===== config.mk =====
export PLATFORM = sky130hd
export DESIGN_NAME = jegx_div
export DESIGN_NICKNAME = d
export VERILOG_FILES = /design/src/rtl/core/jegx_pkg.sv /design/src/rtl/core/jegx_div.sv
export SDC_FILE = /design/constraint.sdc
export NUM_CORES = 1
export LEC_CHECK = 0
export BUFFER_PORTS_ARGS = -buffer_cell sky130_fd_sc_hd__buf_2
export CORE_MARGIN = 2
export CORE_UTILIZATION = 55
export DETAILED_ROUTE_END_ITERATION = 10
export HOLD_SLACK_MARGIN = 0.08
export PLACE_DENSITY_LB_ADDON = 0.05
export SYNTH_ARGS = -nofsm -noshare
export SYNTH_HDL_FRONTEND = slang
export SYNTH_SLANG_ARGS = --single-unit

===== constraint.sdc =====
create_clock -name i_clk -period 5.8 [get_ports i_clk]
set_input_delay 1.16 -clock i_clk [delete_from_list [all_inputs] [get_ports i_clk]]
set_output_delay 1.16 -clock i_clk [all_outputs]
set_load 0.01 [all_outputs]

===== src/rtl/core/jegx_pkg.sv =====
// Shared types and constants for the JPEG Exif GPS extractor.
// Used by the top level and by the serial divider; depends on nothing.
`default_nettype none

package jegx_pkg;

    localparam int OFF_W      = 34;
    localparam int SEG_W      = 17;
    localparam int DIVIDEND_W = 64;
    localparam int DIVISOR_W  = 44;
    localparam int SCALE_W    = 12;

    localparam logic [7:0] MARK_FF   = 8'hFF;
    localparam logic [7:0] MARK_SOI  = 8'hD8;
    localparam logic [7:0] MARK_APP1 = 8'hE1;
    localparam logic [7:0] MARK_SOS  = 8'hDA;

    localparam logic [15:0] TAG_MAKE     = 16'h010F;
    localparam logic [15:0] TAG_MODEL    = 16'h0110;
    localparam logic [15:0] TAG_DATETIME = 16'h0132;
    localparam logic [15:0] TAG_GPS_IFD  = 16'h8825;
    localparam logic [15:0] TAG_LAT_REF  = 16'h0001;
    localparam logic [15:0] TAG_LAT      = 16'h0002;
    localparam logic [15:0] TAG_LON_REF  = 16'h0003;
    localparam logic [15:0] TAG_LON      = 16'h0004;
    localparam logic [15:0] BOM_INTEL    = 16'h4949;

    localparam logic [7:0] ASCII_N = 8'h4E;
    localparam logic [7:0] ASCII_E = 8'h45;
    localparam logic [7:0] ASCII_S = 8'h53;
    localparam logic [7:0] ASCII_W = 8'h57;

    localparam logic [1:0] KIND_MAKE     = 2'd0;
    localparam logic [1:0] KIND_MODEL    = 2'd1;
    localparam logic [1:0] KIND_DATETIME = 2'd2;
    localparam logic [1:0] KIND_STATUS   = 2'd3;

    localparam logic [63:0] MAG_MAX = 64'h7FFF_FFFF_FFFF_FFFF;

    // Bytes of the "Exif\0\0" signature that opens the APP1 body.
    function automatic logic [7:0] exif_sig_byte(input logic [2:0] idx);
        logic [7:0] v;
        case (idx)
            3'd0: v = 8'h45;
            3'd1: v = 8'h78;
            3'd2: v = 8'h69;
            3'd3: v = 8'h66;
            default: v = 8'h00;
        endcase
        return v;
    endfunction

    // Divisor scale of each term: degrees, minutes, seconds.
    function automatic logic [SCALE_W-1:0] term_scale(input logic [1:0] term);
        logic [SCALE_W-1:0] v;
        case (term)
            2'd0: v = SCALE_W'(1);
            2'd1: v = SCALE_W'(60);
            2'd2: v = SCALE_W'(3600);
            default: v = SCALE_W'(1);
        endcase
        return v;
    endfunction

endpackage

`default_nettype wire


===== src/rtl/core/jegx_div.sv =====
// Restoring divider, one quotient bit per cycle.
// Depends on jegx_pkg for the operand widths.
`default_nettype none

module jegx_div import jegx_pkg::*; (
    input  wire logic                  i_clk,
    input  wire logic                  i_rst_n,
    input  wire logic                  i_start,
    input  wire logic [DIVIDEND_W-1:0] i_dividend,
    input  wire logic [DIVISOR_W-1:0]  i_divisor,
    output logic                       o_done,
    output logic [DIVIDEND_W-1:0]      o_quotient
);

    localparam int CW = $clog2(DIVIDEND_W);

    logic                  r_busy;
    logic                  r_done;
    logic [CW-1:0]         r_cnt;
    logic [DIVISOR_W-1:0]  r_rem;
    logic [DIVISOR_W-1:0]  r_div;
    logic [DIVIDEND_W-1:0] r_quo;
    logic [DIVISOR_W:0]    trial;
    logic [DIVISOR_W:0]    diff;
    logic                  fits;

    assign trial = {r_rem, r_quo[DIVIDEND_W-1]};
    assign diff  = trial - {1'b0, r_div};
    assign fits  = (trial >= {1'b0, r_div});

    always_ff @(posedge i_clk) begin
        if (!i_rst_n) begin
            r_busy <= 1'b0;
            r_done <= 1'b0;
            r_cnt  <= '0;
        end else begin
            r_done <= 1'b0;
            if (i_start) begin
                r_busy <= 1'b1;
                r_cnt  <= CW'(DIVIDEND_W - 1);
                r_rem  <= '0;
                r_div  <= i_divisor;
                r_quo  <= i_dividend;
            end else if (r_busy) begin
                r_rem <= fits ? diff[DIVISOR_W-1:0] : trial[DIVISOR_W-1:0];
                r_quo <= {r_quo[DIVIDEND_W-2:0], fits};
                r_cnt <= r_cnt - 1'b1;
                if (r_cnt == '0) begin
                    r_busy <= 1'b0;
                    r_done <= 1'b1;
                end
            end
        end
    end

    assign o_done     = r_done;
    assign o_quotient = r_quo;

endmodule

`default_nettype wire


# Word level (Yosys, flattened, before mapping)
# Index checks and enable logic that the tools add are counted.
totals:
  regBits: 160
  input_bits: 111
  word_cells: 26
op_classes:
  add_sub_neg: 2
  magnitude_cmp: 1
  muxes: 10
  bitwise: 2
  n_reduce_logical: 5
ops:
  columns: ["operator", "n"]
  rows:
  - ["$mux W64", 2]
  - ["$mux W44", 2]
  - ["$ge A45 B44 Y1", 1]
  - ["$sub A44 B44 Y44", 1]
  - ["$mux W6", 2]
  - ["$logic_not A6 Y1", 1]
  - ["$sub A6 B1 Y6 const B", 1]
  - ["$mux W1", 4]
  - ["$reduce_and A2 Y1", 2]
  - ["$reduce_or A3 Y1", 1]
  - ["$not A1 Y1", 2]
  - ["$reduce_bool A2 Y1", 1]

# Longest topological paths before layout
# Gate-level depths: netlist of run 1.
depth:
  depth_word: 4
  mapped_depth: 14
  ltp_nobuf: 11

# Least setup slack after synthesis of run 1
# Ideal clock, no wire load.
synth_timing:
  path_type: "input -> register"
  start: "in i_start"
  end: "reg r_quo[0], in the netlist o_quotient[0], enable pin"
  arrival_ps: 3971
  path_slack_ps: 1353
  cell_stages: 2
  path_buffers: 1
  cell_sequence: "clkbuf_1 -> o21a_1"
synth_via:
  elab_chain_cells: 2
synth_lines:
  columns: ["item", "line_no", "text"]
  rows:
  - ["from (decl)", "jegx_div.sv:8", "input wire logic i_start,"]
  - ["$reduce_bool A2 Y1 (no source line)", null, null]
  - ["$reduce_and A2 Y1 (no source line)", null, null]
  - ["to (signal assigned)", "jegx_div.sv:43", "r_quo <= i_dividend;"]
  - ["to (signal assigned)", "jegx_div.sv:46", "r_quo <= {r_quo[DIVIDEND_W-2:0], fits};"]
  - ["to (decl)", "jegx_div.sv:22", "logic [DIVIDEND_W-1:0] r_quo;"]
# Every way passes these cells.
# A chain may end at the register's enable or synchronous reset.

# Final worst setup path of run 1
layout_timing:
  start: "reg r_rem[0]"
  end: "reg r_rem[32], data pin"
layout_via:
  elab_chain_cells: 3
  word_cells_on_any_way: 4
layout_lines:
  columns: ["item", "line_no", "text"]
  rows:
  - ["from (decl)", "jegx_div.sv:20", "logic [DIVISOR_W-1:0] r_rem;"]
  - ["from (signal assigned)", "jegx_div.sv:45", "r_rem <= fits ? diff[DIVISOR_W-1:0] : trial[DIVISOR_W-1:0];"]
  - ["$sub A44 B44 Y44 or $ge A45 B44 Y1 (tied branches)", "jegx_div.sv:28, jegx_div.sv:29", null]
  - ["$mux W44 (*)", "jegx_div.sv:45", null]
  - ["$mux W44 (*)", "jegx_div.sv:44", "end else if (r_busy) begin"]
# Every way passes the cells marked *; elsewhere a longest branch is shown, timed or not. The select of a mux whose other input is x is not followed.

==> results of run 1 <==
-- synthesized netlist by cell type, drive strengths merged, types with 16 or more instances --
cell,number,share of area
buf,18,0.010
a211oi,20,0.017
nand4,19,0.013
a21oi,75,0.041
nand2,89,0.036
xnor2,16,0.015
edfxtp,152,0.49
mux2,64,0.078
inv,58,0.024
nor2,45,0.018
o21ai,33,0.018
ha,46,0.062
xor2,18,0.017
a21o,23,0.019
clkbuf,22,0.0091
nand3,17,0.0092
-- metrics by stage --
step	setup WS (ps)	power [mW]	hold slack, ps
2_1_floorplan	1353	2.046	481.1
3_3_place_gp	2214	2.244	529.6
6_report	2157	3.382	571.7
5_1_grt	1991	3.550	587.7
4_1_cts	2177	3.399	572.4
3_5_place_dp	2195	2.251	545.0
-- layout by cell type, fill, tap and decap left out, types with 3 or more instances in the layout --
| cell type | count |
|---|---|
| buf_2 | 174 |
| edfxtp_1 | 152 |
| nand2_1 | 89 |
| a21oi_1 | 74 |
| mux2_2 | 64 |
| inv_1 | 58 |
| ha_1 | 46 |
| nor2_1 | 45 |
| o21ai_0 | 32 |
| a21o_1 | 22 |
| nand4_1 | 19 |
| a211oi_1 | 19 |
| xor2_1 | 18 |
| nand3_1 | 17 |
| clkbuf_16 | 17 |
| xnor2_1 | 16 |
| nor3_1 | 10 |
| a21boi_0 | 9 |
| o21a_1 | 9 |
| or3_1 | 8 |
| dfxtp_1 | 8 |
| inv_8 | 7 |
| and3_1 | 5 |
| nor2b_1 | 5 |
| o21bai_1 | 5 |
| a31oi_1 | 4 |
| o211ai_1 | 4 |
| nor4b_1 | 4 |
| buf_4 | 4 |
| and2_1 | 3 |
| and4_1 | 3 |
| nor4_1 | 3 |
| o2111ai_1 | 3 |
| inv_6 | 3 |
-- flip-flops by register name (all words and copies together) (netlist names) --
signal / flops
r_cnt: 6
r_div: 44
o_quotient: 64
o_done: 1
r_busy: 1
r_rem: 44
-- cell type report --
| cell class | count | share of cell area |
|---|---|---|
| clock buffer | 18 | 0.03962 |
| timing repair buffer | 178 | 0.08316 |
| clock inverter | 14 | 0.01536 |
| antenna | 1 | 0.0002310 |
| tap | 220 | 0.02541 |
| multi-input combinational | 585 | 0.3800 |
| inverter | 58 | 0.02010 |
| sequential | 160 | 0.4361 |
-- path summary, 6_finish.rpt --
path,slack (ps),startpoint,end,depth (start not counted)
hold / removal,570,o_quotient[50],o_quotient[51],1
setup reg to reg,2160,r_rem[0],r_rem[32],10
setup / recovery,2160,r_rem[0],r_rem[32],10
hold reg to reg,570,o_quotient[50],o_quotient[51],1
-- where the power goes --
group	switching (mW)	internal [mW]	leakage, nW	total (mW)
Sequential	0.0457	1.39	1.52	1.43
Combinational	0.477	0.326	2.66	0.803
Clock	0.525	0.619	0.288	1.14
Total	1.05	2.33	4.47	3.38
-- worst reg2reg max path, delay by kind of cell, from the launching register on --
| kind | cells | cell delay (ps) |
|---|---|---|
| buffers and inverters | 1 | 540 |
| flip-flops | 1 | 410 |
| AND/OR/NAND/NOR | 3 | 620 |
| AO/OA/AOI/OAI | 5 | 1560 |
| adder cells (fa/ha/maj) | 1 | 320 |
-- routing by layer --
layer / up-vias / wire length, um
met4: 0 / 314
met2: 185 / 10470
met5: - / 0
met1: 3339 / 9267
met3: 28 / 1199
li1: 3460 / -
-- kinds of logic (layout without fill, tap and decap cells) --
| group | Yosys count | count (layout) |
|---|---|---|
| AO/OA/AOI/OAI | 215 | 215 |
| XOR/XNOR | 34 | 34 |
| AND/OR/NAND/NOR | 224 | 224 |
| adder cells (fa/ha/maj) | 47 | 47 |
| other | 0 | 1 |
| flip-flops | 160 | 160 |
| buffers and inverters | 98 | 268 |
| multiplexers | 65 | 65 |
==> results.sh, run 1 <==
export IMPL_cp_end_kind="flip-flop"
export IMPL_cts_inserted_buffers=17
export IMPL_synth_distinct_cells=70
export IMPL_synth_xor_area_frac=0.03226
export IMPL_layout_cells_non_filler=1234
export IMPL_finalWirelength_um=21250
export IMPL_overflow=0
export IMPL_num_rows=47
export IMPL_fp_dieH_um=133.5
export IMPL_cts_max_path_buffers=2
export IMPL_max_slew_margin=0.2702
export IMPL_placed_area_um2=10230
export IMPL_cts_root_buf="clkbuf_16"
export IMPL_clock_skew_final_ps=8.540
export IMPL_synth_adder_area_share=0.06452
export IMPL_cp_max_fo=48
export IMPL_nFillCells=1353
export IMPL_dr_pass1_iters=5
export IMPL_critical_path_max_stage_delay_ps=540
export IMPL_required_ps=6050
export IMPL_fp_dieW_um=133.5
export IMPL_insertion_delay_ps=430
export IMPL_synth_top_family_by_area="compound AO/OA/AOI/OAI gates"
export IMPL_maxCapViolCount=0
export IMPL_synthMuxAreaShare=0.07916
export IMPL_grt_pass1_vias=7011
export IMPL_clock_fmax_mhz=274.5
export IMPL_period_share=0.6282
export IMPL_finalSetupViolCount=0
export IMPL_synth_edf_count=152
export IMPL_ios=176
export IMPL_synth_compound_area_frac=0.1530
export IMPL_layout_nets=1158
export IMPL_worstHoldPathType="reg2reg"
export IMPL_grt_pass1_wl_um=34420
export IMPL_cts_hold_buf=0
export IMPL_vias=7012
export IMPL_synthArstFlopShare=0
export IMPL_gr_usage_met3=0.07002
export IMPL_syn_nets=1001
export IMPL_postLayoutCoreUtil=0.6579
export IMPL_status="finished clean"
export IMPL_netlist_instances=843
export IMPL_place_gp_congestion=0.8826
export IMPL_routed_via_density=5.682
export IMPL_cts_tree="done"
export IMPL_path_buf_inv=1
export IMPL_grt_use_total=0.2427
export IMPL_critPathSlowestCell="buf_4"
export IMPL_startpoint_type="flip-flop"
export IMPL_cp_arrival_ps=3900
export IMPL_grtUsageMet1=0.3099
export IMPL_register_area_um2=4725
export IMPL_multiInputGateArea_um2=4116
export IMPL_yosys_area_share_simple=0.1160
export IMPL_final_max_slew_viol_count=0
export IMPL_ys_seq_area_frac=0.5119
export IMPL_grt_max_degree=76
export IMPL_p_leak_nw=4.468
export IMPL_synth_area_um2=9230
export IMPL_gr_max_usage_layer="met2"
export IMPL_cp_common_cell="nand2_1"
export IMPL_drtAntennaViolNets=0
export IMPL_grt_antenna_before_repair=1
export IMPL_port_buffers=175
export IMPL_synth_seq_cells=160
export IMPL_core_area_um2=16470
export IMPL_place_inst=1201
export IMPL_crit_chain="ha_1, and2b_1, o2111ai_2, a2111oi_2, a211oi_2, a2111o_1, nand2_1, buf_4, nand2_1, o32ai_1"
export IMPL_final_area_um2=10830
export IMPL_met2_usage=0.4084
export IMPL_die_area_um2=17830
export IMPL_dp_hpwl_um=14930
export IMPL_worst_setup_path_type="reg2reg"
export IMPL_hold_viol_final=0
export IMPL_clkTransAtPathRegs_ps=70
export IMPL_ctsResizeCount=0
export IMPL_worst_pin_slew_ps=1095
export IMPL_min_period_ps=3643
export IMPL_synth_area_per_cell_um2=10.95
export IMPL_ys_flop_type="edfxtp_1"
export IMPL_cp_top_family="compound AO/OA/AOI/OAI gates"
export IMPL_areaGrowthSynthToFinish_pct=17.36
export IMPL_drive_gt1_frac=0.2843
export IMPL_initial_utilization=0.5606
export IMPL_rsz0062_at_grt="no"
export IMPL_ys_warn_count=0
export IMPL_route_detailed_drc=0
export IMPL_ir_drop_mv=0.2237
export IMPL_fin_tns_setup_ps=0
export IMPL_drt_initial_drc_count=442
export IMPL_cts_setup_buffers=0
export IMPL_power_density_nw_per_um2=312.2
export IMPL_h_tree_depth=4
export IMPL_wire_per_inst_um=17.22
export IMPL_numClockSinks=160
Note: power is estimated with default switching activity, not from simulation.
==> inputs of run 2 (changes only) <==
- clock period: 5.8 -> 3.7 ns (I/O delays scaled with it)
==> run 2 against run 1 <==
Flip-flop and latch count did not move. Worst hold slack got worse by 92 ps. Largest power group unchanged. Cell count up 0.49%. Design area increased by 0.60%. Utilization grew 0.40 points. Clock skew is 1.4 ps higher. Sequential share of layout area fell by 0.26 points. Via count is 0.43% higher. Sequential power increased by 57%. Critical path depth grew 1. First-iteration DRC count shrank 4.8%.
==> results.sh, run 2 (synthesized netlist as in run 1, its figures left out) <==
export IMPL_status="finished clean"
export IMPL_grt_pass1_vias=7011
export IMPL_grt_antenna_before_repair=2
export IMPL_routed_via_density=5.679
export IMPL_clock_skew_final_ps=9.971
export IMPL_grt_pass1_wl_um=34090
export IMPL_cts_setup_buffers=0
export IMPL_min_period_ps=3404
export IMPL_wire_per_inst_um=16.94
export IMPL_fp_dieW_um=133.5
export IMPL_ctsResizeCount=0
export IMPL_num_rows=47
export IMPL_clock_fmax_mhz=293.8
export IMPL_ios=176
export IMPL_required_ps=3890
export IMPL_dr_pass1_iters=5
export IMPL_hold_viol_final=0
export IMPL_rsz0062_at_grt="no"
export IMPL_drt_initial_drc_count=421
export IMPL_path_buf_inv=1
export IMPL_antenna_cells=0
export IMPL_worstHoldPathType="in2reg"
export IMPL_cp_arrival_ps=3590
export IMPL_dp_hpwl_um=15250
export IMPL_p_total_mw=5.286
export IMPL_final_common_cell="buf_2"
export IMPL_critical_path_max_stage_delay_ps=470
export IMPL_max_slew_margin=0.5205
export IMPL_cts_tree="done"
export IMPL_cts_max_path_buffers=2
export IMPL_critPathSlowestCell="a311oi_1"
export IMPL_cts_inserted_buffers=17
export IMPL_startpoint_type="flip-flop"
export IMPL_startpoint="o_quotient[63]"
export IMPL_final_cell_mix="buf_2 (174), edfxtp_1 (152), nand2_1 (88)"
export IMPL_fp_dieH_um=133.5
export IMPL_postLayoutCoreUtil=0.6619
export IMPL_numClockSinks=160
export IMPL_layout_nets=1165
export IMPL_route_detailed_drc=0
export IMPL_rr_startpoint="o_quotient[63]"
export IMPL_cts_hold_buf=0
export IMPL_vias=7042
export IMPL_core_area_um2=16470
export IMPL_cp_end_kind="flip-flop"
export IMPL_finalWirelength_um=21010
export IMPL_cts_root_buf="clkbuf_16"
export IMPL_cp_common_cell="o21ai_0"
export IMPL_grt_max_degree=53
export IMPL_overflow=0
export IMPL_hold_ws_ps=479.2
export IMPL_port_buffers=175
export IMPL_initial_utilization=0.5606
export IMPL_min_delay_start="i_divisor[8]"
export IMPL_period_share=0.9200
export IMPL_worst_setup_path_type="reg2reg"
export IMPL_grt_use_total=0.2408
export IMPL_ir_drop_mv=0.4115
export IMPL_drtAntennaViolNets=0
export IMPL_drive_gt1_frac=0.2912
export IMPL_areaGrowthSynthToFinish_pct=18.07
export IMPL_h_tree_depth=4
export IMPL_fin_tns_setup_ps=0
export IMPL_power_density_nw_per_um2=485.0
export IMPL_largest_reg_flops=64
export IMPL_crit_chain="inv_1, ha_1, fa_1, nor2b_1, o2111ai_1, a21o_1, a311oi_1, o21ai_0, o21ai_0, nor4b_2, a311o_1"
export IMPL_cp_top_family="compound AO/OA/AOI/OAI gates"
export IMPL_insertion_delay_ps=430
export IMPL_final_max_slew_viol_count=0
export IMPL_finalSetupViolCount=0
export IMPL_clkTransAtPathRegs_ps=70
export IMPL_maxCapViolCount=0
export IMPL_nFillCells=1326
export IMPL_cp_max_fo=4
export IMPL_p_leak_nw=4.505
export IMPL_place_gp_congestion=0.8976
export IMPL_worst_pin_slew_ps=717.5
export IMPL_die_area_um2=17830
run 2: final cells by class:
class	instances	area [um^2]	share of cell area
multi-input combinational	585	4119	0.3780
tap	220	275.3	0.02526
timing repair buffer	185	965.9	0.08863
sequential	160	4725	0.4335
clock buffer	19	452.9	0.04156
clock inverter	13	142.6	0.01309
inverter	58	217.7	0.01998
run 2: path summary, 6_finish.rpt:
path               end  slack (ps)  cells past startpoint
max          r_rem[42]         300                     11
min           r_div[8]         480                      1
max reg2reg  r_rem[42]         300                     11
min reg2reg     o_done         540                      2
run 2: per-stage QoR:
step,instance area (um^2),setup slack [ps],instances
after CTS,10900,279.9,1240
final,10900,295.9,1240
after global routing,10900,118.1,1240
after floorplan,9231,696.6,843
after detailed placement,10300,305.4,1208
after global placement,10300,311.2,1208
run 2: where the power goes:
group          leakage (nW)  switching, mW  internal [mW]
Sequential             1.52         0.0697           2.18
Combinational          2.70          0.754          0.524
Clock                 0.286          0.776          0.986
Total                  4.50           1.60           3.69
run 2: metal layers:
metal  share of wire  wire length (um)  track usage  vias to the layer above
met3           0.067              1405      0.07801                       30
met1            0.44              9243       0.3052                     3327
met5         0.00081                17            0                        -
li1                -                 -            -                     3466
met2            0.48             10020       0.3969                      217
met4           0.015               318      0.07151                        2
==> inputs of run 3 (changes only) <==
- ABC_AREA: not set -> 1
==> run 3 against run 2 <==
Clock-buffer cell count is 1 lower. Register-to-register slack better by 530 ps. Worst setup slack better by 530 ps. Cell count is 43% higher. Clock power is 3% lower. Sequential share of layout area is 3.3 points lower. Synthesized cell count is 61% higher. Fmax is 19% higher. Critical endpoint is now r_rem[30].
==> results.sh, run 3 <==
export IMPL_status="finished clean"
export IMPL_synth_commonest_cells="nand2_1 (533), inv_1 (219), nor2_1 (155), edfxtp_1 (152), nand3_1 (56)"
export IMPL_initial_utilization=0.5618
export IMPL_ios=176
export IMPL_vias=8823
export IMPL_met2_usage=0.4411
export IMPL_cp_common_cell="nand2_1"
export IMPL_synth_top_cell_by_area="edfxtp_1"
export IMPL_areaGrowthSynthToFinish_pct=16.38
export IMPL_final_max_slew_viol_count=0
export IMPL_worstHoldPathType="in2reg"
export IMPL_synth_distinct_cells=33
export IMPL_finalSetupViolCount=0
export IMPL_yosysMostFrequentCell="nand2_1"
export IMPL_cp_max_fo=28
export IMPL_place_gp_congestion=0.9495
export IMPL_synth_top_area_share=0.4507
export IMPL_cp_arrival_ps=3160
export IMPL_hold_ws_ps=473.0
export IMPL_netlist_instances=1356
export IMPL_critical_path_max_stage_delay_ps=560
export IMPL_insertion_delay_ps=440
export IMPL_num_rows=49
export IMPL_gr_usage_met3=0.06056
export IMPL_synth_edf_count=152
export IMPL_synth_seq_cells=160
export IMPL_period_share=0.7755
export IMPL_synth_area_per_cell_um2=7.468
export IMPL_ir_drop_mv=0.4337
export IMPL_path_buf_inv=2
export IMPL_min_period_ps=2869
export IMPL_worst_pin_slew_ps=626.1
export IMPL_fin_tns_setup_ps=0
export IMPL_cts_tree="done"
export IMPL_grt_antenna_before_repair=0
export IMPL_cts_max_path_buffers=2
export IMPL_grt_pass1_wl_um=41670
export IMPL_largest_reg_flops=64
export IMPL_fp_dieH_um=139.7
export IMPL_maxCapViolCount=0
export IMPL_fp_dieW_um=139.7
export IMPL_critPathSlowestCell="inv_2"
export IMPL_worst_setup_path_type="reg2reg"
export IMPL_synth_area_leaders="edfxtp_1 (45%), nand2_1 (20%), inv_1 (8.1%), nor2_1 (5.7%), ha_1 (5.7%)"
export IMPL_die_area_um2=19510
export IMPL_antenna_cells=0
export IMPL_register_area_um2=4725
export IMPL_final_common_cell="nand2_1"
export IMPL_cts_hold_buf=0
export IMPL_post_place_ws_ps=909.4
export IMPL_cp_top_family="simple AND/OR/NAND/NOR gates"
export IMPL_route_detailed_drc=0
export IMPL_drt_initial_drc_count=530
export IMPL_core_area_um2=18020
export IMPL_nFillCells=1655
export IMPL_crit_chain="ha_1, nand2_1, inv_1, nand2_1, nand2_1, a21oi_1, nand2_2, nand2_1, nand4_2, inv_2, nor2_1, nor2_1"
export IMPL_rsz0062_at_grt="no"
export IMPL_dp_hpwl_um=19730
export IMPL_p_leak_nw=6.164
export IMPL_cts_root_buf="clkbuf_16"
export IMPL_grt_max_degree=63
export IMPL_synthArstFlopShare=0
export IMPL_ys_warn_count=0
export IMPL_p_total_mw=5.846
export IMPL_drive_gt1_frac=0.1580
export IMPL_startpoint_type="flip-flop"
export IMPL_wire_per_inst_um=14.41
export IMPL_power_density_nw_per_um2=496.0
export IMPL_numClockSinks=160
export IMPL_gr_max_usage_layer="met2"
export IMPL_ys_flop_type="edfxtp_1"
export IMPL_layout_nets=1689
export IMPL_cp_end_kind="flip-flop"
export IMPL_drtAntennaViolNets=0
export IMPL_cts_inserted_buffers=17
export IMPL_clock_fmax_mhz=348.5
export IMPL_overflow=0
export IMPL_clkTransAtPathRegs_ps=80
export IMPL_required_ps=3990
export IMPL_finalWirelength_um=25550
export IMPL_routed_via_density=4.976
export IMPL_ys_seq_area_frac=0.4665
export IMPL_multiInputGateArea_um2=4414
export IMPL_grt_use_total=0.2663
export IMPL_grt_pass1_vias=8559
export IMPL_ctsResizeCount=0
export IMPL_cts_setup_buffers=0
export IMPL_hold_viol_final=0
export IMPL_max_slew_margin=0.5826
export IMPL_dr_pass1_iters=6
export IMPL_h_tree_depth=4
export IMPL_postLayoutSetupSlackWorst_ps=830.8
export IMPL_grtUsageMet1=0.3539
export IMPL_final_cell_mix="nand2_1 (532), inv_1 (217), buf_2 (175)"
export IMPL_port_buffers=175
export IMPL_syn_nets=1514
export IMPL_synth_area_um2=10130
export IMPL_clock_skew_final_ps=14.13
run 3: changes by cell type after synthesis, moves of 14 or more:
cell / delta
nand2_1: +444
nor2_1: +110
xnor2_1: -14
a21oi_1: -33
nand3_1: +39
o21ai_0: -21
a21o_1: -22
inv_1: +161
nand4_1: -14
a211oi_1: -19
o21ai_1: +27
mux2_2: -64
run 3: metal layers:
| layer | up-vias | part of all wire |
|---|---|---|
| li1 | 4581 | - |
| met1 | 3967 | 0.46 |
| met2 | 231 | 0.47 |
| met3 | 44 | 0.052 |
| met4 | 0 | 0.019 |
| met5 | - | 0 |
run 3: cells by family (layout without fill, tap and decap cells):
| kind of cell | after synthesis | in the layout | share of synthesized area |
|---|---|---|---|
| xor+xnor | 25 | 25 | 0.02162 |
| fa+ha+maj | 47 | 47 | 0.05881 |
| simple gates | 779 | 779 | 0.3049 |
| compound gates | 94 | 94 | 0.04979 |
| flops | 160 | 160 | 0.4665 |
| buf+inv | 251 | 439 | 0.09834 |
run 3: stage by stage:
stage	util	instance area [um^2]	instances
after global routing	0.6539	11790	1773
final	0.6539	11790	1773
after global placement	0.6231	11230	1741
after CTS	0.6539	11790	1773
after detailed placement	0.6231	11230	1741
after floorplan	-	10130	1356
run 3: area by class of cell:
class	count	share of cell area
Sequential cell	160	0.4008
Multi-Input combinational cell	945	0.3745
Timing Repair Buffer	184	0.08217
Inverter	223	0.07113
Clock buffer	18	0.03641
Tap cell	229	0.02431
Clock inverter	14	0.01062
run 3: power breakdown:
| part | total (mW) | internal (mW) | leakage (nW) | switching, mW |
|---|---|---|---|---|
| clock | 1.70 | 0.885 | 0.269 | 0.816 |
| combinational | 1.81 | 0.611 | 4.36 | 1.20 |
| sequential | 2.33 | 2.24 | 1.54 | 0.0960 |
| total | 5.85 | 3.73 | 6.16 | 2.11 |
run 3: final timing paths:
check,startpoint,cells past startpoint,end,slack (ps)
worst max-delay path,r_rem[7],12,r_rem[30],830
worst min-delay path,i_divisor[10],1,r_div[10],470
worst max register to register,r_rem[7],12,r_rem[30],830
worst min register to register,r_cnt[0],2,r_cnt[0],490
